File: config.mk
export PLATFORM = sky130hd
export DESIGN_NAME = ntq_grid
export DESIGN_NICKNAME = d
export VERILOG_FILES = /design/src/sv/note_timing_quantizer_assert.svh /design/src/sv/ntq_pkg.sv /design/src/sv/ntq_grid.sv
export SDC_FILE = /design/constraint.sdc
export NUM_CORES = 1
export LEC_CHECK = 0
export ABC_AREA = 0
export BUFFER_PORTS_ARGS = -buffer_cell sky130_fd_sc_hd__buf_2
export CAP_MARGIN = 20
export CORE_MARGIN = 8
export CORE_UTILIZATION = 60
export DETAILED_ROUTE_END_ITERATION = 8
export HOLD_SLACK_MARGIN = 0.06
export PLACE_DENSITY = 0.8
export SYNTH_ARGS = -nofsm -noshare
export SYNTH_HDL_FRONTEND = slang
export SYNTH_SLANG_ARGS = --single-unit
File: constraint.sdc
create_clock -name clk_i -period 20 [get_ports clk_i]
set_input_delay 6 -clock clk_i [delete_from_list [all_inputs] [get_ports clk_i]]
set_output_delay 6 -clock clk_i [all_outputs]
set_load 0.02 [all_outputs]
File: src/sv/note_timing_quantizer_assert.svh
// Assertion macros for the note timing quantizer.
// Included by the modules that carry concurrent checks; needs clk_i and rst_ni in scope.
`ifndef NOTE_TIMING_QUANTIZER_ASSERT_SVH
`define NOTE_TIMING_QUANTIZER_ASSERT_SVH

// Same-cycle property, sampled on clk_i, off during reset.
`define NTQ_ASSERT(name, prop, msg) \
  name: assert property (@(posedge clk_i) disable iff (!rst_ni) (prop)) \
    else $error(msg);

// Antecedent this cycle implies consequent in the next cycle.
`define NTQ_ASSERT_NEXT(name, ante, cons, msg) \
  name: assert property (@(posedge clk_i) disable iff (!rst_ni) (ante) |=> (cons)) \
    else $error(msg);

`endif

File: src/sv/ntq_pkg.sv
// Shared constants, types and helper functions for the note timing quantizer.
// No dependencies; compiled before every other file of the block.
package ntq_pkg;

  localparam int TICK_BITS_DEF = 32;
  localparam int PPQ_W         = 16;
  localparam int NOTE_W        = 3;
  localparam int MOD_W         = 2;
  localparam int Q8_W          = 9;
  localparam int Q8_FRAC       = 8;
  // widest step: dotted whole note, ppq*4*3/2
  localparam int GRID_W        = PPQ_W + 3;
  localparam int CFG_W         = PPQ_W;
  localparam int CFG_IDX_W     = 3;

  localparam logic [Q8_W-1:0] Q8_ONE  = 9'd256;
  localparam logic [Q8_W-1:0] Q8_HALF = 9'd128;

  // floor(y/3) = (y * ceil(2^21/3)) >> 21, exact for y < 2^21
  localparam int                     RECIP_SHIFT = 21;
  localparam logic [RECIP_SHIFT-1:0] RECIP3      = 21'd699051;

  // round(swing*grid/768) half up: (swing*grid + 384) / 768
  localparam logic [GRID_W+Q8_W-1:0] SWING_BIAS = 28'd384;

  typedef enum logic [MOD_W-1:0] {
    GRID_STRAIGHT = 2'd0,
    GRID_TRIPLET  = 2'd1,
    GRID_DOTTED   = 2'd2
  } grid_mod_e;

  typedef enum logic [CFG_IDX_W-1:0] {
    REG_PPQ        = 3'd0,
    REG_NOTE       = 3'd1,
    REG_MOD        = 3'd2,
    REG_SWING      = 3'd3,
    REG_STRENGTH   = 3'd4,
    REG_SNAP_START = 3'd5,
    REG_SNAP_END   = 3'd6
  } cfg_reg_e;

  typedef struct packed {
    logic [PPQ_W-1:0]  ppq;
    logic [NOTE_W-1:0] note;
    logic [MOD_W-1:0]  gmod;
    logic [Q8_W-1:0]   swing;
    logic [Q8_W-1:0]   strength;
    logic              snap_start;
    logic              snap_end;
  } ntq_regs_t;

  localparam ntq_regs_t REGS_RST = '{
    ppq:        16'd480,
    note:       3'd4,
    gmod:       GRID_STRAIGHT,
    swing:      9'd0,
    strength:   9'd256,
    snap_start: 1'b1,
    snap_end:   1'b0
  };

  // Settings as the lanes and the merge stage see them.
  typedef struct packed {
    logic [GRID_W-1:0] grid;
    logic [GRID_W-1:0] swing_off;
    logic              swing_en;
    logic [Q8_W-1:0]   strength;
    logic              snap_start;
    logic              snap_end;
  } ntq_cfg_t;

  // Width of the dividend 2*tick + grid, also used for the snapped target.
  function automatic int div_bits(int tick_bits);
    return ((tick_bits > GRID_W) ? tick_bits : GRID_W) + 2;
  endfunction

  // Straight grid step from ppq and note value, never below one.
  function automatic logic [GRID_W-2:0] base_step(logic [PPQ_W-1:0] ppq,
                                                  logic [NOTE_W-1:0] nv);
    logic [GRID_W-2:0] p;
    logic [GRID_W-2:0] s;
    p = {2'b00, ppq};
    if (nv <= 3'd2) begin
      s = p << (3'd2 - nv);
    end else begin
      s = p >> (nv - 3'd2);
    end
    return (s == '0) ? (GRID_W-1)'(1) : s;
  endfunction

  function automatic logic [GRID_W-1:0] div3(logic [GRID_W:0] y);
    logic [GRID_W+RECIP_SHIFT:0] prod;
    prod = {{RECIP_SHIFT{1'b0}}, y} * {{(GRID_W+1){1'b0}}, RECIP3};
    return prod[RECIP_SHIFT +: GRID_W];
  endfunction

  function automatic logic [Q8_W-1:0] sat_q8(logic [Q8_W-1:0] v);
    return (v > Q8_ONE) ? Q8_ONE : v;
  endfunction

endpackage

File: src/sv/ntq_grid.sv
// Derives grid step, swing offset and saturated strength from the settings.
// Depends on ntq_pkg; the swing offset is the last output to settle after a write.
module ntq_grid import ntq_pkg::*; (
  input  logic      clk_i,
  input  logic      rst_ni,
  input  ntq_regs_t regs_i,
  output ntq_cfg_t  cfg_o
);

  localparam logic [GRID_W-2:0] BASE_RST = base_step(REGS_RST.ppq, REGS_RST.note);

  logic [GRID_W-2:0]      base_d, base_q;
  logic [Q8_W-1:0]        sw_q, st_q;
  logic                   snap_start_q, snap_end_q;
  logic [GRID_W:0]        dbl, trip;
  logic [GRID_W-1:0]      grid_sel;
  logic [GRID_W-1:0]      grid_d, grid_q;
  logic [GRID_W+Q8_W-1:0] swp_d, swp_q;
  logic [GRID_W-1:0]      off_d, off_q;

  assign base_d = base_step(regs_i.ppq, regs_i.note);

  always_comb begin
    dbl  = {1'b0, base_q, 1'b0};
    trip = {2'b00, base_q} + {1'b0, base_q, 1'b0};
    case (regs_i.gmod)
      GRID_TRIPLET: grid_sel = div3(dbl);
      GRID_DOTTED:  grid_sel = trip[GRID_W:1];
      default:      grid_sel = {1'b0, base_q};
    endcase
    grid_d = (grid_sel == '0) ? GRID_W'(1) : grid_sel;
  end

  assign swp_d = {{GRID_W{1'b0}}, sw_q} * {{Q8_W{1'b0}}, grid_q} + SWING_BIAS;
  assign off_d = div3(swp_q[GRID_W+Q8_W-1:Q8_FRAC]);

  always_ff @(posedge clk_i or negedge rst_ni) begin
    if (!rst_ni) begin
      base_q       <= BASE_RST;
      sw_q         <= sat_q8(REGS_RST.swing);
      st_q         <= sat_q8(REGS_RST.strength);
      snap_start_q <= REGS_RST.snap_start;
      snap_end_q   <= REGS_RST.snap_end;
      grid_q       <= {1'b0, BASE_RST};
      swp_q        <= SWING_BIAS;
      off_q        <= '0;
    end else begin
      base_q       <= base_d;
      sw_q         <= sat_q8(regs_i.swing);
      st_q         <= sat_q8(regs_i.strength);
      snap_start_q <= regs_i.snap_start;
      snap_end_q   <= regs_i.snap_end;
      grid_q       <= grid_d;
      swp_q        <= swp_d;
      off_q        <= off_d;
    end
  end

  assign cfg_o.grid       = grid_q;
  assign cfg_o.swing_off  = off_q;
  assign cfg_o.swing_en   = (sw_q != '0);
  assign cfg_o.strength   = st_q;
  assign cfg_o.snap_start = snap_start_q;
  assign cfg_o.snap_end   = snap_end_q;

endmodule

==> impl_metrics.tcl <==
set metrics [dict create \
    endpoint_kind "flop" \
    initial_core_util_pct 60.8 \
    htreeDepth 3 \
    min_period_over_period_pct 46.5 \
    setup_tns_ns 0 \
    pre_cts_ws_ns 10.38 \
    std_cell_rows 69 \
    clockRootBuffer "clkbuf_16" \
    cap_violations 0 \
    die_w_um 206 \
    worstMarginPinSlew_ns 0.924 \
    wirelength_um 51200 \
    clk_latency_ns 0.38 \
    io_buffers 92 \
    synth_cell_type_count 73 \
    dpl.hpwl_um 43500 \
    clock_skew_ns 0.0169 \
    synth_cells 2228 \
    crit_path_start_kind "primary input" \
    cts_hold_buf 0 \
    grt_use_total_pct 25.4 \
    cts_buffer_depth 2 \
    grt_start_max_net_pins 53 \
    hold_viol_final 0 \
    place_congestion 0.970 \
    dieArea_um2 42300 \
    synth-edff-count 0 \
    antenna_cells 0 \
    antenna_found_initial 0 \
    ys_top_cells_by_count "inv_1, ha_1, fa_1" \
    yosysWarnings 0 \
    die_y_um 206 \
    grt-busiest-layer "met2" \
    cp.required_ns 20.32 \
    cts_made_buffers 9 \
    drc_errors 0 \
    ys.flop_type "dfrtp_1" \
    drive_above_1_share_pct 6.61 \
    top_level_ports 93 \
    final_core_util_pct 64.0 \
    min_path_type "flop to flop" \
    synth_area_um2 21600 \
    first_global_vias 17233 \
    syn-num-nets 3015 \
    grt_overflow 0 \
    clk_pin_slew_ns 0.09 \
    synthTopCellsByArea "fa_1, ha_1, dfrtp_1" \
    wl_per_cell_um 18.6 \
    num_vias 15742 \
    postCtsSetupRepairBufs 0 \
    dr.pass1.iters 5 \
    yosysTopAreaCell "fa_1" \
    core-area_um2 35500 \
    nets 3068 \
    clock_sinks 96 \
    crit_type "primary input to flop" \
    postRouteAntennaNets 0 \
    cts_tree "yes" \
    drv_slew 0 \
    ys_ff_latch 96 \
    fin_crit_ns 9.31 \
    vias_per_cell 5.73 \
    met1_usage_pct 31.4 \
    grt.met3_usage_pct 4.27 \
    cp_max_fo 25 \
    asyncSetResetFlopFracSynth_pct 100 \
    yosysTopAreaCellShare_pct 33.3 \
    synth.most_common_cell "inv_1" \
    setup_viol 0 \
    ys_seq_area_share_pct 11.2 \
    cp.arrival_ns 9.63 \
    syn_avg_cell_area_um2 9.68 \
    fmax_mhz 107 \
    post_cts_resized 0 \
    rsz0062_at_grt "false" \
    use_met2_pct 43.5 \
    area_growth_pct 5.38 \
    grt_pass1_wl_um 85200 \
    dr.first_iter.drc_count 1080 \
    slew_headroom_pct 38.3 \
    status "finished clean" \
    finalWorstSetupSlack_ns 10.69 \
]
==> path summary, 6_finish.rpt <==
path / endpoint / cells after the start / slack [ns] / startpoint
setup / recovery: grid_q[0] / 11 / 10.69 / regs_i[20]
hold / removal: grid_q[3] / 1 / 0.63 / base_q[3]
setup reg to reg: grid_q[0] / 24 / 12.07 / base_q[8]
hold reg to reg: grid_q[3] / 1 / 0.63 / base_q[3]
max in group asynchronous: swp_q[14] / 2 / 13.25 / rst_ni
min in group asynchronous: snap_end_q / 1 / 5.66 / rst_ni
==> cell families after synthesis <==
logic type,synth area share [%]
AO/OA/AOI/OAI,8.11
XOR/XNOR,1.91
adder cells (fa/ha/maj),55.7
buffers and inverters,10.5
flip-flops,11.2
multiplexers,2.19
AND/OR/NAND/NOR,10.4
==> critical path: stages <==
cell and delay (ns):
buf_2 0.10, inv_1 0.04, ha_1 0.76, nor2b_1 0.38
a222oi_1 0.42, nor4bb_1 0.34, or4b_1 0.46, nor4_1 0.23
or4b_1 0.47, nor4_1 0.25, a31o_1 0.18
==> layer usage <==
metal / part of all wire (%) / vias to the layer above
met4: 4.4 / 0
met5: 0 / -
met3: 5.6 / 161
li1: - / 7188
met1: 40 / 7870
met2: 50 / 523
==> per-stage QoR <==
| step | cell area, um2 | hold slack, ns | cells |
|---|---|---|---|
| 3_5_place_dp | 22400 | 0.600 | 2731 |
| 6_report | 22700 | 0.628 | 2747 |
| 4_1_cts | 22700 | 0.615 | 2747 |
| 5_1_grt | 22700 | 0.633 | 2747 |
| 2_1_floorplan | 21600 | 0.539 | 2228 |
| 3_3_place_gp | 22400 | 0.608 | 2731 |
==> state kept, by name, summed over array words and instances (netlist names) <==
| name | count |
|---|---|
| base_q | 18 |
| grid_q | 19 |
| off_q | 19 |
| snap_end_q | 1 |
| snap_start_q | 1 |
| st_q | 9 |
| sw_q | 9 |
| swp_q | 20 |
==> area by class of cell <==
class / count / area, um2
fill: 2795 / 12800
sequential: 96 / 2420
tap: 461 / 577
timing repair buffer: 98 / 508
inverter: 548 / 2060
clock inverter: 6 / 53.8
multi-input combinational: 1528 / 16900
clock buffer: 10 / 239
==> layout by cell type, fill, tap and decap left out, types with 5 or more instances in the layout <==
cell / synthesis / final
inv_1: 547 / 547
ha_1: 385 / 385
fa_1: 359 / 359
nand2_1: 169 / 169
buf_2: 0 / 91
dfrtp_1: 85 / 85
and2_1: 79 / 79
nor2_1: 62 / 62
a21oi_1: 57 / 57
o21ai_0: 41 / 41
xnor2_1: 37 / 37
nor2b_1: 30 / 30
nor3_1: 26 / 26
a21o_1: 21 / 21
o21a_1: 19 / 19
nand3_1: 19 / 19
mux2i_1: 18 / 18
a22oi_1: 17 / 17
a211oi_1: 12 / 12
dfstp_2: 11 / 11
xor2_1: 10 / 10
and3_1: 10 / 10
o211ai_1: 10 / 10
mux4_2: 10 / 10
nand4_1: 9 / 9
nor4_1: 9 / 9
clkbuf_16: 0 / 9
nand2b_1: 8 / 8
a221o_1: 8 / 8
or3_1: 7 / 7
buf_4: 2 / 7
a31oi_1: 6 / 6
mux2_2: 6 / 6
and4_1: 5 / 5
o221ai_1: 5 / 5
Power is not shown: default switching activity piles up to over one toggle a cycle in this logic, so the estimate is an artifact.
