[config.mk]
export PLATFORM = sky130hd
export DESIGN_NAME = ntq_lane
export DESIGN_NICKNAME = d
export VERILOG_FILES = /design/src/sv/note_timing_quantizer_assert.svh /design/src/sv/ntq_pkg.sv /design/src/sv/ntq_lane.sv
export SDC_FILE = /design/constraint.sdc
export NUM_CORES = 2
export LEC_CHECK = 0
export ABC_AREA = 1
export BUFFER_PORTS_ARGS = -buffer_cell sky130_fd_sc_hd__buf_2
export CORE_UTILIZATION = 30
export CTS_CLUSTER_SIZE = 20
export DETAILED_ROUTE_END_ITERATION = 8
export REMOVE_ABC_BUFFERS = 1
export SKIP_CTS_REPAIR_TIMING = 1
export SLEW_MARGIN = 25
export SYNTH_ARGS = -nofsm -noshare
export SYNTH_HDL_FRONTEND = slang
export SYNTH_SLANG_ARGS = --single-unit
[constraint.sdc]
create_clock -name clk_i -period 19.9 [get_ports clk_i]
set_input_delay 0.995 -clock clk_i [delete_from_list [all_inputs] [get_ports clk_i]]
set_output_delay 0.995 -clock clk_i [all_outputs]
set_load 0.005 [all_outputs]
[src/sv/note_timing_quantizer_assert.svh]
// Assertion macros for the note timing quantizer.
// Included by the modules that carry concurrent checks; needs clk_i and rst_ni in scope.
`ifndef NOTE_TIMING_QUANTIZER_ASSERT_SVH
`define NOTE_TIMING_QUANTIZER_ASSERT_SVH

// Same-cycle property, sampled on clk_i, off during reset.
`define NTQ_ASSERT(name, prop, msg) \
  name: assert property (@(posedge clk_i) disable iff (!rst_ni) (prop)) \
    else $error(msg);

// Antecedent this cycle implies consequent in the next cycle.
`define NTQ_ASSERT_NEXT(name, ante, cons, msg) \
  name: assert property (@(posedge clk_i) disable iff (!rst_ni) (ante) |=> (cons)) \
    else $error(msg);

`endif

[src/sv/ntq_pkg.sv]
// Shared constants, types and helper functions for the note timing quantizer.
// No dependencies; compiled before every other file of the block.
package ntq_pkg;

  localparam int TICK_BITS_DEF = 32;
  localparam int PPQ_W         = 16;
  localparam int NOTE_W        = 3;
  localparam int MOD_W         = 2;
  localparam int Q8_W          = 9;
  localparam int Q8_FRAC       = 8;
  // widest step: dotted whole note, ppq*4*3/2
  localparam int GRID_W        = PPQ_W + 3;
  localparam int CFG_W         = PPQ_W;
  localparam int CFG_IDX_W     = 3;

  localparam logic [Q8_W-1:0] Q8_ONE  = 9'd256;
  localparam logic [Q8_W-1:0] Q8_HALF = 9'd128;

  // floor(y/3) = (y * ceil(2^21/3)) >> 21, exact for y < 2^21
  localparam int                     RECIP_SHIFT = 21;
  localparam logic [RECIP_SHIFT-1:0] RECIP3      = 21'd699051;

  // round(swing*grid/768) half up: (swing*grid + 384) / 768
  localparam logic [GRID_W+Q8_W-1:0] SWING_BIAS = 28'd384;

  typedef enum logic [MOD_W-1:0] {
    GRID_STRAIGHT = 2'd0,
    GRID_TRIPLET  = 2'd1,
    GRID_DOTTED   = 2'd2
  } grid_mod_e;

  typedef enum logic [CFG_IDX_W-1:0] {
    REG_PPQ        = 3'd0,
    REG_NOTE       = 3'd1,
    REG_MOD        = 3'd2,
    REG_SWING      = 3'd3,
    REG_STRENGTH   = 3'd4,
    REG_SNAP_START = 3'd5,
    REG_SNAP_END   = 3'd6
  } cfg_reg_e;

  typedef struct packed {
    logic [PPQ_W-1:0]  ppq;
    logic [NOTE_W-1:0] note;
    logic [MOD_W-1:0]  gmod;
    logic [Q8_W-1:0]   swing;
    logic [Q8_W-1:0]   strength;
    logic              snap_start;
    logic              snap_end;
  } ntq_regs_t;

  localparam ntq_regs_t REGS_RST = '{
    ppq:        16'd480,
    note:       3'd4,
    gmod:       GRID_STRAIGHT,
    swing:      9'd0,
    strength:   9'd256,
    snap_start: 1'b1,
    snap_end:   1'b0
  };

  // Settings as the lanes and the merge stage see them.
  typedef struct packed {
    logic [GRID_W-1:0] grid;
    logic [GRID_W-1:0] swing_off;
    logic              swing_en;
    logic [Q8_W-1:0]   strength;
    logic              snap_start;
    logic              snap_end;
  } ntq_cfg_t;

  // Width of the dividend 2*tick + grid, also used for the snapped target.
  function automatic int div_bits(int tick_bits);
    return ((tick_bits > GRID_W) ? tick_bits : GRID_W) + 2;
  endfunction

  // Straight grid step from ppq and note value, never below one.
  function automatic logic [GRID_W-2:0] base_step(logic [PPQ_W-1:0] ppq,
                                                  logic [NOTE_W-1:0] nv);
    logic [GRID_W-2:0] p;
    logic [GRID_W-2:0] s;
    p = {2'b00, ppq};
    if (nv <= 3'd2) begin
      s = p << (3'd2 - nv);
    end else begin
      s = p >> (nv - 3'd2);
    end
    return (s == '0) ? (GRID_W-1)'(1) : s;
  endfunction

  function automatic logic [GRID_W-1:0] div3(logic [GRID_W:0] y);
    logic [GRID_W+RECIP_SHIFT:0] prod;
    prod = {{RECIP_SHIFT{1'b0}}, y} * {{(GRID_W+1){1'b0}}, RECIP3};
    return prod[RECIP_SHIFT +: GRID_W];
  endfunction

  function automatic logic [Q8_W-1:0] sat_q8(logic [Q8_W-1:0] v);
    return (v > Q8_ONE) ? Q8_ONE : v;
  endfunction

endpackage

[src/sv/ntq_lane.sv]
// One quantizer lane: pipelined restoring divide by twice the grid, swing, blend.
// Depends on ntq_pkg; data only, the valid bits live in the top level.
module ntq_lane import ntq_pkg::*; #(parameter int TICK_BITS = TICK_BITS_DEF) (
  input  logic                 clk_i,
  input  logic                 en_i,
  input  ntq_cfg_t             cfg_i,
  input  logic [TICK_BITS-1:0] tick_i,
  output logic [TICK_BITS-1:0] snap_o,
  output logic [TICK_BITS-1:0] tick_o
);

  localparam int NW   = div_bits(TICK_BITS);
  localparam int DW   = GRID_W + 1;
  localparam int PA_W = TICK_BITS + Q8_W;
  localparam int PB_W = NW + Q8_W;
  localparam int SM_W = PB_W + 1;

  logic [TICK_BITS-1:0] t0_q, t1_q;
  logic [NW-1:0]        num_q [NW+1];
  logic [DW-1:0]        rem_q [1:NW];
  logic [DW-1:0]        dvs;
  logic                 odd_q;

  logic [NW-2:0]        tgt_q;
  logic [TICK_BITS-1:0] tk1_q, tk2_q, tk3_q, tk4_q;
  logic                 odd1_q;
  logic [NW-1:0]        tsw_q;
  logic [Q8_W-1:0]      inv_st;
  logic [PA_W-1:0]      pa_q;
  logic [PB_W-1:0]      pb_q;
  logic [SM_W-1:0]      sum;
  logic [NW+1:0]        blend;
  logic [TICK_BITS-1:0] snap_q;

  // divisor 2*grid; dividend 2*tick + grid, so the quotient is the rounded index
  assign dvs = {cfg_i.grid, 1'b0};

  always_ff @(posedge clk_i) begin
    if (en_i) begin
      t0_q     <= tick_i;
      t1_q     <= t0_q;
      num_q[0] <= {{(NW-TICK_BITS-1){1'b0}}, t1_q, 1'b0} + NW'(cfg_i.grid);
    end
  end

  // one quotient bit per stage
  for (genvar k = 0; k < NW; k++) begin : g_div
    logic [DW-1:0] r_in;
    logic [DW:0]   trial;
    logic          hit;

    if (k == 0) begin : g_first
      assign r_in = '0;
    end else begin : g_next
      assign r_in = rem_q[k];
    end

    assign trial = {r_in, num_q[k][NW-1-k]};
    assign hit   = (trial >= {1'b0, dvs});

    always_ff @(posedge clk_i) begin
      if (en_i) begin
        num_q[k+1] <= num_q[k];
        rem_q[k+1] <= hit ? DW'(trial - {1'b0, dvs}) : trial[DW-1:0];
      end
    end

    if (k == NW - 1) begin : g_last
      always_ff @(posedge clk_i) begin
        if (en_i) begin
          odd_q <= hit;
        end
      end
    end
  end

  assign inv_st = Q8_ONE - cfg_i.strength;
  assign sum    = {{(SM_W-PA_W){1'b0}}, pa_q} + {1'b0, pb_q} + SM_W'(Q8_HALF);
  assign blend  = sum[SM_W-1:Q8_FRAC];

  always_ff @(posedge clk_i) begin
    if (en_i) begin
      // index*grid = (dividend - remainder)/2; tick = (dividend - grid)/2
      tgt_q  <= (NW-1)'((num_q[NW] - NW'(rem_q[NW])) >> 1);
      tk1_q  <= TICK_BITS'((num_q[NW] - NW'(cfg_i.grid)) >> 1);
      odd1_q <= odd_q;

      tsw_q  <= {1'b0, tgt_q} + ((cfg_i.swing_en && odd1_q) ? NW'(cfg_i.swing_off) : '0);
      tk2_q  <= tk1_q;

      pa_q   <= {{TICK_BITS{1'b0}}, inv_st} * {{Q8_W{1'b0}}, tk2_q};
      pb_q   <= {{NW{1'b0}}, cfg_i.strength} * {{Q8_W{1'b0}}, tsw_q};
      tk3_q  <= tk2_q;

      snap_q <= (|blend[NW+1:TICK_BITS]) ? '1 : blend[TICK_BITS-1:0];
      tk4_q  <= tk3_q;
    end
  end

  assign snap_o = snap_q;
  assign tick_o = tk4_q;

endmodule

==> results.cfg <==
[outcome]
status = complete, no violations

[synthesis]
ys_seq_area_frac = 0.494
synthMuxAreaShare = 0
synthFlopType = edfxtp_1
synth_area_per_cell_sq_um = 9.71
yosys.area_share.simple = 0.178
async_reset_ff_frac = 0
netlist_area_sq_mm = 0.134
synth-adder-area-share = 0.155
synth_compound_area_frac = 0.0789
synth-seq-cells = 2213
syn_inst = 13800
synth_edf_count = 2213
ys_warn_count = 0
synth_top_family_by_area = simple AND/OR/NAND/NOR gates
ys_types = 47
synth_xor_area_frac = 0.0429

[finish]
fin_nets = 15600
area_growth_pct = 11.4
drive_gt1_frac = 0.0460

[placement]
hpwl_microns = 255000
gp_congestion = 0.920
io_buffers = 145

[clocking]
clkSlewWorstSetupHoldPaths_ns = 0.06
insertion_delay_ns = 0.94
cts-root-buf = clkbuf_16
cts_tree = built
cts_buffers = 224
cts-htree-levels = 4
cts.sinks = 2213
clockBufferDepth = 4

[sta]
slew_violations = 0
finalCritPeriodShare = 0.380
rsz0062_at_grt = false
hold_violations = 0
clock.fmax_ghz = 0.132
holdWs_ns = 0.233
setup_viol = 0
setup_tns_ns = 0
worst_pin_slew_ns = 1.14
slew_headroom = 0.242
clock_skew_ns = 0.0831
min_period_ns = 7.56

[worst_setup_path]
crit_start = cfg_i[2]
required_ns = 20.46
cpMaxStageDelayCell = buf_4
critPathLaunchType = input port
arrival_ns = 8.12
r2r_start = tk2_q[2]
r2r_slack_ns = 14.42
worstRegToRegCells = 17
max_stage_delay_ns = 0.59
end_kind = register
worstReg2RegEnd = pa_q[28]
path_class = in -> reg
cp_max_fo = 45

[global_routing]
antenna_found_initial = 8
grt_usage = 0.149
gr-total-overflow = 0
grt_start_max_net_pins = 188
grt_pass1_vias = 93300
grt_pass1_wl_microns = 530000

[floorplan]
io_pins = 148
start_util = 0.302
dieWidth_microns = 671
fp.dieArea_sq_mm = 0.451
core-area_sq_mm = 0.446
dieHeight_microns = 671
num_rows = 245

[power_and_ir_drop]
p_leak_uw = 0.0637
powerDensity_mw_per_mm2 = 185
peakVddDrop_mv = 0.261

[route]
routed_via_density = 4.77
dr.pass1.iters = 6
detail-route-antenna-nets = 0
wl_per_cell_microns = 17.1
route.vias.total = 96300
drt_iter0_drc = 7887
routed_wl_microns = 346000
drc = 0

[min_path]
hold_start = tick_i[27]
hold_end = t0_q[27]
hp-class = in -> reg
min_path_cells = 1

[flow_run]
cap_viol_max_count = 0
## critical path: cells and delay by family
| family | cells | cell delay, ns |
|---|---|---|
| fa+ha+maj | 6 | 2.64 |
| simple gates | 8 | 1.01 |
| buf+inv | 9 | 2.34 |
| xor+xnor | 1 | 0.16 |
| compound gates | 3 | 0.92 |
## cells in the mapped netlist (29+ instances only)
master / number / area share
nand2_1: 3498 / 0.098
nor4_1: 64 / 0.0030
a21o_1: 96 / 0.0054
o21ai_0: 710 / 0.026
nand4_1: 185 / 0.0086
or2_2: 49 / 0.0023
a21oi_1: 869 / 0.032
nor3_1: 261 / 0.0097
buf_2: 69 / 0.0026
xor2_1: 383 / 0.025
a21boi_0: 44 / 0.0025
clkbuf_1: 120 / 0.0034
fa_1: 472 / 0.070
nor2_1: 1157 / 0.032
o21bai_1: 56 / 0.0031
a41oi_1: 29 / 0.0019
a31oi_1: 59 / 0.0027
xnor2_1: 272 / 0.018
edfxtp_1: 2213 / 0.49
nand3_1: 577 / 0.021
ha_1: 908 / 0.085
inv_1: 1595 / 0.045
## cell families (layout without fill, tap and decap cells)
family	count (synthesis)	count (layout)
adders and majority gates	1380	1380
xor gates and xnor gates	656	656
AOI/OAI and AO/OA	1948	1948
buffers and inverters	1813	2232
DFF	2213	2213
and+or+nand+nor	5836	5836
other	1	13
## how the worst max path moves through the flow
stage | cells past startpoint | slack [ns] | end
final | 27 | 12.34 | pa_q[28]
after global routing | 27 | 11.85 | pa_q[28]
after CTS | 27 | 12.40 | pa_q[28]
after detailed placement | 27 | 11.53 | pa_q[28]
after global placement | 27 | 11.54 | pa_q[28]
after floorplan | 27 | 13.32 | pa_q[35]
## report_power, final
| group | switching, uW | internal (uW) |
|---|---|---|
| Sequential | 716 | 7000 |
| Clock | 1820 | 2420 |
| Combinational | 10200 | 5510 |
## layer usage
layer	GRT usage	vias up	part of all wire
li1	-	47500	-
met2	0.251	2487	0.47
met1	0.197	45800	0.45
met3	0.0195	537	0.054
met4	0.0499	2	0.035
met5	0	-	0.000026
## sequential cells by signal (all words and copies together) (netlist names), 33 cells and up
name	count
pa_q	41
num_q	1189
tsw_q	34
rem_q	647
pb_q	43
tgt_q	33
## metrics by stage
stage	utilization	power, uW	instance area [sq um]	std cells	worst slack [ns]
after floorplan	-	18800	134000	13600	13.32
after global placement	0.320	23300	142000	19800	11.54
after detailed placement	0.320	23400	142000	19800	11.53
after CTS	0.336	27800	150000	20200	12.40
after global routing	0.336	30200	150000	20200	11.85
final	0.336	27700	150000	20200	12.34
## cells in the final DEF, fill, tap and decap left out, types with 17 or more instances in the layout
cell,n
clkbuf_16,226
o21bai_1,56
clkinvlp_4,19
nand3b_1,25
o211ai_1,17
nand2_1,3498
nor2_1,1155
o21ai_0,710
buf_4,77
clkinv_1,26
clkbuf_1,32
a41oi_1,25
fa_1,472
edfxtp_1,2213
a21boi_0,44
nor3_1,261
nor4_1,64
xnor2_1,272
a21oi_1,869
xor2_1,383
inv_2,28
a21o_1,96
nand3_1,577
clkinv_2,39
ha_1,908
o21a_1,25
bufinv_16,26
nand4_1,185
inv_1,1577
buf_2,142
or2_2,49
o31ai_1,20
a31oi_1,59
## layout make-up
type,instances,area (sq um)
fillers,45400,296000
multi-input cells,9829,61100
well taps,5928,7420
clock buffers,258,5780
repair buffers,227,1440
diodes,4,10.0
flip-flops and latches,2213,66500
clock inverters,142,1560
inverters,1605,6020
(Power assumes the default switching activity.)
