==> src/sv/note_timing_quantizer_assert.svh <==
// Assertion macros for the note timing quantizer.
// Included by the modules that carry concurrent checks; needs clk_i and rst_ni in scope.
`ifndef NOTE_TIMING_QUANTIZER_ASSERT_SVH
`define NOTE_TIMING_QUANTIZER_ASSERT_SVH

// Same-cycle property, sampled on clk_i, off during reset.
`define NTQ_ASSERT(name, prop, msg) \
  name: assert property (@(posedge clk_i) disable iff (!rst_ni) (prop)) \
    else $error(msg);

// Antecedent this cycle implies consequent in the next cycle.
`define NTQ_ASSERT_NEXT(name, ante, cons, msg) \
  name: assert property (@(posedge clk_i) disable iff (!rst_ni) (ante) |=> (cons)) \
    else $error(msg);

`endif

==> src/sv/ntq_pkg.sv <==
// Shared constants, types and helper functions for the note timing quantizer.
// No dependencies; compiled before every other file of the block.
package ntq_pkg;

  localparam int TICK_BITS_DEF = 32;
  localparam int PPQ_W         = 16;
  localparam int NOTE_W        = 3;
  localparam int MOD_W         = 2;
  localparam int Q8_W          = 9;
  localparam int Q8_FRAC       = 8;
  // widest step: dotted whole note, ppq*4*3/2
  localparam int GRID_W        = PPQ_W + 3;
  localparam int CFG_W         = PPQ_W;
  localparam int CFG_IDX_W     = 3;

  localparam logic [Q8_W-1:0] Q8_ONE  = 9'd256;
  localparam logic [Q8_W-1:0] Q8_HALF = 9'd128;

  // floor(y/3) = (y * ceil(2^21/3)) >> 21, exact for y < 2^21
  localparam int                     RECIP_SHIFT = 21;
  localparam logic [RECIP_SHIFT-1:0] RECIP3      = 21'd699051;

  // round(swing*grid/768) half up: (swing*grid + 384) / 768
  localparam logic [GRID_W+Q8_W-1:0] SWING_BIAS = 28'd384;

  typedef enum logic [MOD_W-1:0] {
    GRID_STRAIGHT = 2'd0,
    GRID_TRIPLET  = 2'd1,
    GRID_DOTTED   = 2'd2
  } grid_mod_e;

  typedef enum logic [CFG_IDX_W-1:0] {
    REG_PPQ        = 3'd0,
    REG_NOTE       = 3'd1,
    REG_MOD        = 3'd2,
    REG_SWING      = 3'd3,
    REG_STRENGTH   = 3'd4,
    REG_SNAP_START = 3'd5,
    REG_SNAP_END   = 3'd6
  } cfg_reg_e;

  typedef struct packed {
    logic [PPQ_W-1:0]  ppq;
    logic [NOTE_W-1:0] note;
    logic [MOD_W-1:0]  gmod;
    logic [Q8_W-1:0]   swing;
    logic [Q8_W-1:0]   strength;
    logic              snap_start;
    logic              snap_end;
  } ntq_regs_t;

  localparam ntq_regs_t REGS_RST = '{
    ppq:        16'd480,
    note:       3'd4,
    gmod:       GRID_STRAIGHT,
    swing:      9'd0,
    strength:   9'd256,
    snap_start: 1'b1,
    snap_end:   1'b0
  };

  // Settings as the lanes and the merge stage see them.
  typedef struct packed {
    logic [GRID_W-1:0] grid;
    logic [GRID_W-1:0] swing_off;
    logic              swing_en;
    logic [Q8_W-1:0]   strength;
    logic              snap_start;
    logic              snap_end;
  } ntq_cfg_t;

  // Width of the dividend 2*tick + grid, also used for the snapped target.
  function automatic int div_bits(int tick_bits);
    return ((tick_bits > GRID_W) ? tick_bits : GRID_W) + 2;
  endfunction

  // Straight grid step from ppq and note value, never below one.
  function automatic logic [GRID_W-2:0] base_step(logic [PPQ_W-1:0] ppq,
                                                  logic [NOTE_W-1:0] nv);
    logic [GRID_W-2:0] p;
    logic [GRID_W-2:0] s;
    p = {2'b00, ppq};
    if (nv <= 3'd2) begin
      s = p << (3'd2 - nv);
    end else begin
      s = p >> (nv - 3'd2);
    end
    return (s == '0) ? (GRID_W-1)'(1) : s;
  endfunction

  function automatic logic [GRID_W-1:0] div3(logic [GRID_W:0] y);
    logic [GRID_W+RECIP_SHIFT:0] prod;
    prod = {{RECIP_SHIFT{1'b0}}, y} * {{(GRID_W+1){1'b0}}, RECIP3};
    return prod[RECIP_SHIFT +: GRID_W];
  endfunction

  function automatic logic [Q8_W-1:0] sat_q8(logic [Q8_W-1:0] v);
    return (v > Q8_ONE) ? Q8_ONE : v;
  endfunction

endpackage

==> src/sv/ntq_merge.sv <==
// Merge stage: picks start, keeps or snaps the end, forces end above start,
// and holds the output register. Depends on ntq_pkg and the assertion macros.
`include "note_timing_quantizer_assert.svh"

module ntq_merge import ntq_pkg::*; #(parameter int TICK_BITS = TICK_BITS_DEF) (
  input  logic                 clk_i,
  input  logic                 rst_ni,
  input  ntq_cfg_t             cfg_i,
  input  logic [TICK_BITS-1:0] snap_s_i,
  input  logic [TICK_BITS-1:0] raw_s_i,
  input  logic [TICK_BITS-1:0] snap_e_i,
  input  logic [TICK_BITS-1:0] raw_e_i,
  input  logic                 m1_valid_i,
  output logic                 en_o,
  output logic                 out_valid_o,
  input  logic                 out_ready_i,
  output logic [TICK_BITS-1:0] new_start_o,
  output logic [TICK_BITS-1:0] new_end_o
);

  logic [TICK_BITS-1:0] ns_d, ns_q;
  logic [TICK_BITS+1:0] ne_d, ne_q;
  logic [TICK_BITS+1:0] ns_ext, ne_fix;
  logic [TICK_BITS-1:0] end_sat;
  logic                 out_vld_q;
  logic                 out_free;
  logic [TICK_BITS-1:0] start_q, end_q;

  assign ns_d = cfg_i.snap_start ? snap_s_i : raw_s_i;
  // unsnapped end keeps the (possibly negative) duration, two's complement
  assign ne_d = cfg_i.snap_end ? {2'b00, snap_e_i}
                               : {2'b00, ns_d} + {2'b00, raw_e_i} - {2'b00, raw_s_i};

  assign ns_ext  = {2'b00, ns_q};
  assign ne_fix  = ($signed(ne_q) <= $signed(ns_ext)) ? ns_ext + (TICK_BITS+2)'(1) : ne_q;
  assign end_sat = (|ne_fix[TICK_BITS+1:TICK_BITS]) ? '1 : ne_fix[TICK_BITS-1:0];

  assign out_free = !out_vld_q || out_ready_i;
  assign en_o     = !(m1_valid_i && !out_free);

  always_ff @(posedge clk_i) begin
    if (en_o) begin
      ns_q <= ns_d;
      ne_q <= ne_d;
    end
  end

  always_ff @(posedge clk_i or negedge rst_ni) begin
    if (!rst_ni) begin
      out_vld_q <= 1'b0;
    end else if (out_free) begin
      out_vld_q <= m1_valid_i;
    end
  end

  always_ff @(posedge clk_i) begin
    if (out_free) begin
      start_q <= ns_q;
      end_q   <= end_sat;
    end
  end

  assign out_valid_o = out_vld_q;
  assign new_start_o = start_q;
  assign new_end_o   = end_q;

  `NTQ_ASSERT(a_end_above_start, out_vld_q |-> ((end_q > start_q) || ((start_q == '1) && (end_q == '1))), "result end not above start")
  `NTQ_ASSERT_NEXT(a_stall_keeps_result, !en_o, out_vld_q, "stalled pipeline lost its result")
  `NTQ_ASSERT_NEXT(a_item_reaches_output, m1_valid_i && en_o, out_vld_q, "item dropped at output")

endmodule

==> config.mk <==
export PLATFORM = sky130hd
export DESIGN_NAME = ntq_merge
export DESIGN_NICKNAME = d
export VERILOG_FILES = /design/src/sv/ntq_pkg.sv /design/src/sv/ntq_merge.sv
export VERILOG_INCLUDE_DIRS = /design/src /design/src/sv
export SDC_FILE = /design/constraint.sdc
export NUM_CORES = 1
export LEC_CHECK = 0
export ABC_AREA = 0
export BUFFER_PORTS_ARGS = -buffer_cell sky130_fd_sc_hd__clkbuf_2
export CORE_UTILIZATION = 53
export CTS_BUF_LIST = sky130_fd_sc_hd__clkbuf_8
export DETAILED_ROUTE_END_ITERATION = 16
export PLACE_DENSITY = 0.81
export REMOVE_ABC_BUFFERS = 1
export SLEW_MARGIN = 20
export SYNTH_ARGS = -nofsm -noshare
export SYNTH_HDL_FRONTEND = slang
export SYNTH_SLANG_ARGS = --single-unit
==> constraint.sdc <==
create_clock -name clk_i -period 5.61 [get_ports clk_i]
set_input_delay 0.2805 -clock clk_i [delete_from_list [all_inputs] [get_ports clk_i]]
set_output_delay 0.2805 -clock clk_i [all_outputs]
set_load 0.05 [all_outputs]
==> run metrics, run 1 <==
Avg Vias per Cell=5.38; Fin Setup TNS=0 ps; Synth Register Bits=131; reg2reg path depth=10; peak supply drop=0.000189 V; core box area=16600 µm²; CP max stage delay=570 ps; HP Start=m1_valid_i; H-tree Lvls=4; CTS Buffer Depth=2; register area share after synthesis=43.4%; Port Buf Inserts=199; Yosys top cell area share=43.1%; Critical-path top delay cell=clkbuf_2; Slew HR=47.1%; top cells by area, synth=edfxtp_1 (43%), ha_1 (9.1%), fa_1 (7.1%); max-slew violation count=0; DRC=0; leak pwr=5.23 nW; global-route wire length before repair=33.1 mm; register area=3930 µm²; warnings from Yosys=0; final instance area=10800 µm²; Tcrit/Tclk final=68.0%; CTS tree=yes; Distinct cells, synth=61; WP data arrival=4000 ps; PwrDens=370 nW/µm²; initial antenna violation count=2; most frequently used flop master after synthesis=edfxtp_1; M1 WL=9.30 mm; # clock sinks=131; post-CTS sizing=0; CP Data Required Time=5800 ps; fraction of layout cells with a size suffix above 1=23.2%; Final ANT Viol Nets=0; met3 wire len=1.18 mm; Synth Cell Area=9060 µm²; final design utilization=64.8%; gpl congestion=0.906; # setup viols final=0; most frequent CP cell=a21o_1; Worst-Margin Slew=794 ps; cts hold-fix bufs=1; Fillers=1323; vias in the first global route=6704; Synth Instances=863; Cell Chain, Critical Path=clkbuf_2 -> mux2i_1 -> fa_1 -> inv_1 -> ha_1 -> a21o_1 -> a21o_1 -> a221o_1 -> a31oi_1 -> a21oi_4 -> o211a_4 -> o21a_2 -> o221a_2; Final min period=3810 ps; multi-input logic area=4420 µm²; pin count of the biggest net entering global routing=68; Highest Clock Rate=262 MHz; Core Rows=47; Final #Nets=1347; clk_lat worst skew=440 ps; chip width=133 µm; placed cell areas=10300 µm²; crit path kind=primary input to flop; GR Overflow Total=0; startpoint type of the worst setup path=primary input; status=complete, no violations; Final Hold Fails=0; P&R area growth vs syn=19.0%; root buf cell=clkbuf_8; Tot Pwr=3.99 mW; EDFF count, synth=130; Max-Cap Viols=0; Vias=7003; Hold Crit Depth=2; total wire length=20.7 mm; Synth async-reset ratio=0.763%; Final Skew=10.6 ps; Clock transition at path regs=70 ps; Synth area leader=edfxtp_1; top layer in use=met4; Tot GR Track Use=24.5%; drt pass-1 iters=5; hold path endpoint=out_valid_o; IO Count=248; CP Max Fanout=21; HPWL after DPL=16.8 mm; Reg2Reg Setup Slack=2200 ps; Worst Hold Class=primary input to flop; post-CTS setup buffer count=0; synthesized area per cell=10.5 µm²; wire per inst=15.9 µm; met2 WL=9.46 mm; Reg-to-Reg End=new_end_o[10]; chip height=133 µm; total CTS buffers=17; DRT iter0 DRCs=591; Initial Util=54.4%; beginning of the worst register-to-register path=ns_q[31]; CP endpoint kind=flop; RSZ-0062 raised after global routing=false; die area=17600 µm²
[how the worst max path moves through the flow]
stage | startpoint | to | cells past startpoint | slack, ps
after global placement | cfg_i[1] | ne_q[30] | 13 | 1390
final | cfg_i[1] | ne_q[30] | 13 | 1800
after detailed placement | cfg_i[1] | ne_q[30] | 13 | 1370
after floorplan | out_valid_o | ne_q[0] | 1 | 2030
after CTS | cfg_i[1] | ne_q[30] | 13 | 1820
after global routing | cfg_i[1] | ne_q[29] | 13 | 1600
[metrics by stage]
stage               setup slack (ps)  cells  hold WS [ps]
finish                          1800   1302          53.5
global route                    1600   1302          30.9
CTS                             1820   1300          42.4
detailed placement              1370   1267          57.1
global placement                1390   1267          56.6
floorplan                       2030    843         -15.1
[routing by layer]
| metal | GRT usage [%] | up-vias |
|---|---|---|
| met5 | 0 | - |
| met4 | 10.7 | 0 |
| met3 | 3.95 | 45 |
| met2 | 38.3 | 246 |
| met1 | 33.7 | 3262 |
| li1 | - | 3450 |
[final cells by class]
class,count,area share (%)
clock buffers,17,2.17
repair buffers,205,9.68
inverters,170,5.92
multi-input cells,542,41.0
diodes,2,0.0464
clock inverters,15,2.20
flip-flops and latches,131,36.4
well taps,220,2.55
[critical path: cells and delay by family]
family                     cells  cell delay (ps)
adders and majority gates      2              760
muxes                          1              360
AOI/OAI and AO/OA              8             1960
buffers and inverters          2              640
[sequential cells by signal, summed over array words and instances (netlist names)]
register     flops
ne_q            34
new_end_o       32
new_start_o     32
ns_q            32
out_valid_o      1
[Yosys cell counts, types with 2 or more instances]
library cell,instances
a21oi_1,31
xnor2_1,42
clkbuf_1,10
a31oi_1,6
ha_1,66
nand2b_1,5
a41oi_1,2
o21ai_1,31
o211ai_1,8
inv_1,167
nor4_1,2
nand2_1,64
nor2b_1,5
o21ai_0,14
o21a_1,6
fa_1,32
o21bai_1,2
buf_1,3
a2bb2oi_1,30
o221a_2,2
mux2i_1,34
inv_2,2
a21o_1,24
buf_2,7
xor2_1,9
o31ai_1,6
and2_1,4
and4_1,5
o22ai_1,3
a211oi_1,4
a32oi_1,2
or3_1,2
nand4_1,13
or2_2,4
and3_1,11
or4_1,2
edfxtp_1,130
nor2_1,15
nor3_1,13
nor3b_1,2
nand3_1,23
[power breakdown]
part	leakage, nW	total [mW]	switching, mW	internal, mW
logic	3.67	1.62	1.04	0.580
registers	1.33	1.44	0.110	1.33
clock network	0.231	0.928	0.357	0.570
total	5.23	3.99	1.51	2.48
[cells by family (layout without fill, tap and decap cells)]
logic type | after synthesis | in the layout | share of synthesized area [%]
buf+inv | 190 | 407 | 7.97
compound gates | 185 | 185 | 14.1
simple gates | 173 | 173 | 9.54
flops | 131 | 131 | 43.4
fa+ha+maj | 98 | 98 | 16.2
xor+xnor | 51 | 51 | 4.93
mux | 35 | 35 | 3.88
other cells | 0 | 2 | 0
[cells in the final DEF, fill, tap and decap left out, drive strengths merged, types with 30 or more instances in the layout]
| master | Yosys | layout |
|---|---|---|
| a2bb2oi | 30 | 30 |
| a21oi | 32 | 32 |
| edfxtp | 130 | 130 |
| fa | 32 | 32 |
| xnor2 | 42 | 42 |
| inv | 169 | 171 |
| nand2 | 64 | 64 |
| mux2i | 34 | 34 |
| clkbuf | 10 | 216 |
| ha | 66 | 66 |
| o21ai | 45 | 45 |
Note: power is estimated with default switching activity, not from simulation.
==> run 2, diff against run 1 <==
- ABC_AREA: 0 -> 1
- CORE_UTILIZATION: 53 -> 51
- PLACE_DENSITY: 0.81 -> 0.8
- clock period: 5.61 -> 3.31 ns (I/O delays scaled with it)
==> run 2 against run 1 <==
  * Area after synthesis increased by 15%
  * Sequential share of layout area decreased by 4.4 points
  * Sequential power increased by 67%
  * Clock-buffer cell count unchanged
  * Core utilization decreased by 2.6 points
  * First-iteration DRC count decreased by 0.51%
  * Critical endpoint is now new_end_o[5]
==> run metrics, run 2 <==
status=complete, no violations; drt pass-1 iters=5 (unchanged); GR Util met1=37.1% (+3.4 points); CTS tree=yes; GR Overflow Total=0 (unchanged); Synth Cell Area=10400 µm² (+15%); Tcrit/Tclk final=88.2%; post-CTS setup buffer count=0 (unchanged); Synth Register Bits=131 (unchanged); vias in the first global route=8892 (+33%); P&R area growth vs syn=18.2%; max FFs per register=34 (unchanged); Critical-path top delay cell=edfxtp_1; IO Count=248 (unchanged); gr busiest metal=met2; root buf cell=clkbuf_8; peak supply drop=0.000237 V (+25%); clk_lat worst skew=430 ps (about the same); chip width=145 µm (+9.0%); max-slew violation count=0 (unchanged); Clock transition at path regs=70 ps (about the same); Port Buf Inserts=199 (unchanged); leak pwr=6.58 nW (+26%); PwrDens=543 nW/µm² (+47%); fraction of layout cells with a size suffix above 1=18.3% (-5.0 points); die area=20900 µm² (+19%); CTS Buffer Depth=2 (unchanged); most frequent CP cell=nand2_1; most common cell in the netlist=nand2_1; synthesized area per cell=7.64 µm² (-27%); Synth area leader=edfxtp_1; # clock sinks=131 (unchanged); DRT iter0 DRCs=588 (-0.51%); CP endpoint kind=flop; total CTS buffers=17 (unchanged); final design utilization=62.2% (-2.6 points); Initial Util=52.6% (-1.8 points); Final min period=2920 ps; most frequently used flop master after synthesis=edfxtp_1; # setup viols final=0 (unchanged); gpl congestion=0.983 (+8.5%); chip height=145 µm (+9.0%); Final Hold Fails=0 (unchanged); Fillers=1749 (+32%); worst path bufs/invs=4 (+2); core box area=19700 µm² (+18%); Yosys top cell area share=37.6% (-5.5 points); Final #Nets=1870 (+39%); CP max stage delay=450 ps (-120 ps); Synth async-reset ratio=0.763% (unchanged); Distinct cells, synth=37 (-39%); Fin Setup TNS=0 ps (unchanged); Final Skew=10.9 ps (+0.290 ps); initial antenna violation count=0 (-2); Vias=9523 (+36%); register area share after synthesis=37.8% (-5.5 points); Cell Chain, Critical Path=inv_1 -> ha_1 -> nand2_1 -> inv_1 -> nand2_1 -> nand2_1 -> a21oi_1 -> nand2_1 -> nor2_1 -> nand2_4 -> nand3_4 -> buf_4 -> buf_4 -> nand2_1 -> nand2_1 -> nand2_1; warnings from Yosys=0 (unchanged); CP Max Fanout=17 (-19%); wire per inst=14.9 µm (-6.3%); H-tree Lvls=4 (unchanged); crit path kind=flop to flop; Biggest register=ne_q; Avg Vias per Cell=5.10 (-5.2%); DRC=0 (unchanged); most frequent cells in the layout=nand2_1 (394), inv_1 (296), clkbuf_2 (199); Max-Cap Viols=0 (unchanged); Highest Clock Rate=342 MHz; CP Data Required Time=3480 ps (-2320 ps); global-route wire length before repair=43.9 mm (+33%); Worst Hold Class=primary input to flop; RSZ-0062 raised after global routing=false; Worst-Margin Slew=734 ps (-60.0 ps); total wire length=27.8 mm (+34%); Core Rows=51 (+8.5%); WP data arrival=3100 ps (-900 ps); commonest non-fill, non-tap cell in the layout=nand2_1; HPWL after DPL=23.0 mm (+37%); EDFF count, synth=130 (unchanged); Synth Instances=1359 (+57%); pin count of the biggest net entering global routing=40 (-41%); met3 Use GR=2.57% (-1.4 points); top cells by area, synth=edfxtp_1 (38%), nand2_1 (14%), inv_1 (11%); CP top delay family=simple AND/OR/NAND/NOR gates; Ant. Diodes=0 (-2); Final ANT Viol Nets=0 (unchanged); most frequent cells after synthesis=nand2_1 (395), inv_1 (295), edfxtp_1 (130); Slew HR=51.0% (+3.9 points); Tot GR Track Use=27.7% (+3.2 points); met2 GRT Util=45.7% (+7.4 points); startpoint type of the worst setup path=flop
run 2: cell types whose count changed after synthesis, sizes merged, moves of 34 or more:
cell,before,now
nand2,64,398
xnor2,42,1
mux2i,34,0
inv,169,299
nand3,23,60
nor2,15,86
run 2: through the flow:
step / hold slack, ps / total power [mW] / cell area, µm² / setup WS [ps] / std cells
finish: 18.6 / 6.66 / 12300 / 389 / 1868
global route: 0.828 / 7.15 / 12300 / 144 / 1868
CTS: 0.00164 / 6.66 / 12300 / 463 / 1868
detailed placement: -58.1 / 5.47 / 11900 / 141 / 1831
global placement: -58.7 / 5.41 / 11900 / 153 / 1831
floorplan: -130 / 4.57 / 10200 / -311 / 1330
run 2: worst min-delay path, cell delays in order:
cell      delay, ps
clkbuf_2         80
nand2_1          50
nand2_1          60
run 2: repair_timing:
item	in CTS	in global routing
endpoints found under the hold margin	5	0
hold buffers	5	0
resized for setup	0	0
run 2: cell type report:
type	instances	area (µm²)	area share, %
Timing Repair Buffer	241	1340	10.9
Clock buffer	17	234	1.91
Sequential cell	131	3930	32.0
Multi-Input combinational cell	900	5190	42.3
Tap cell	265	332	2.70
Inverter	299	1120	9.15
Clock inverter	15	120	0.979
run 2: where the power goes:
part | internal [mW] | switching, mW
logic | 0.965 | 2.10
clock network | 0.581 | 0.617
registers | 2.22 | 0.179
run 2: path summary, 6_finish.rpt:
path,startpoint,endpoint,slack [ps],depth (start not counted)
worst min-delay path,snap_e_i[10],ne_q[10],20,3
worst max-delay path,ns_q[29],new_end_o[5],390,16
worst max register to register,ns_q[29],new_end_o[5],390,16
max in group asynchronous,rst_ni,out_valid_o,3200,2
min in group asynchronous,rst_ni,out_valid_o,30,2
worst min register to register,ns_q[31],new_start_o[31],480,0
run 2: metal layers:
layer / vias to the layer above / share of wire [%]
met1: 4317 / 44
met2: 362 / 47
li1: 4774 / -
met4: 0 / 3.7
met5: - / 0
met3: 70 / 4.6
run 2: logic make-up (layout without fill, tap and decap cells):
family                   Yosys count  count (layout)  share of synthesized area [%]
AND/OR/NAND/NOR                  638             638                           26.3
adder cells (fa/ha/maj)           98              98                           14.1
flip-flops                       131             131                           37.8
XOR/XNOR                          30              30                           2.53
AO/OA/AOI/OAI                    134             134                           6.99
buffers and inverters            328             572                           12.2
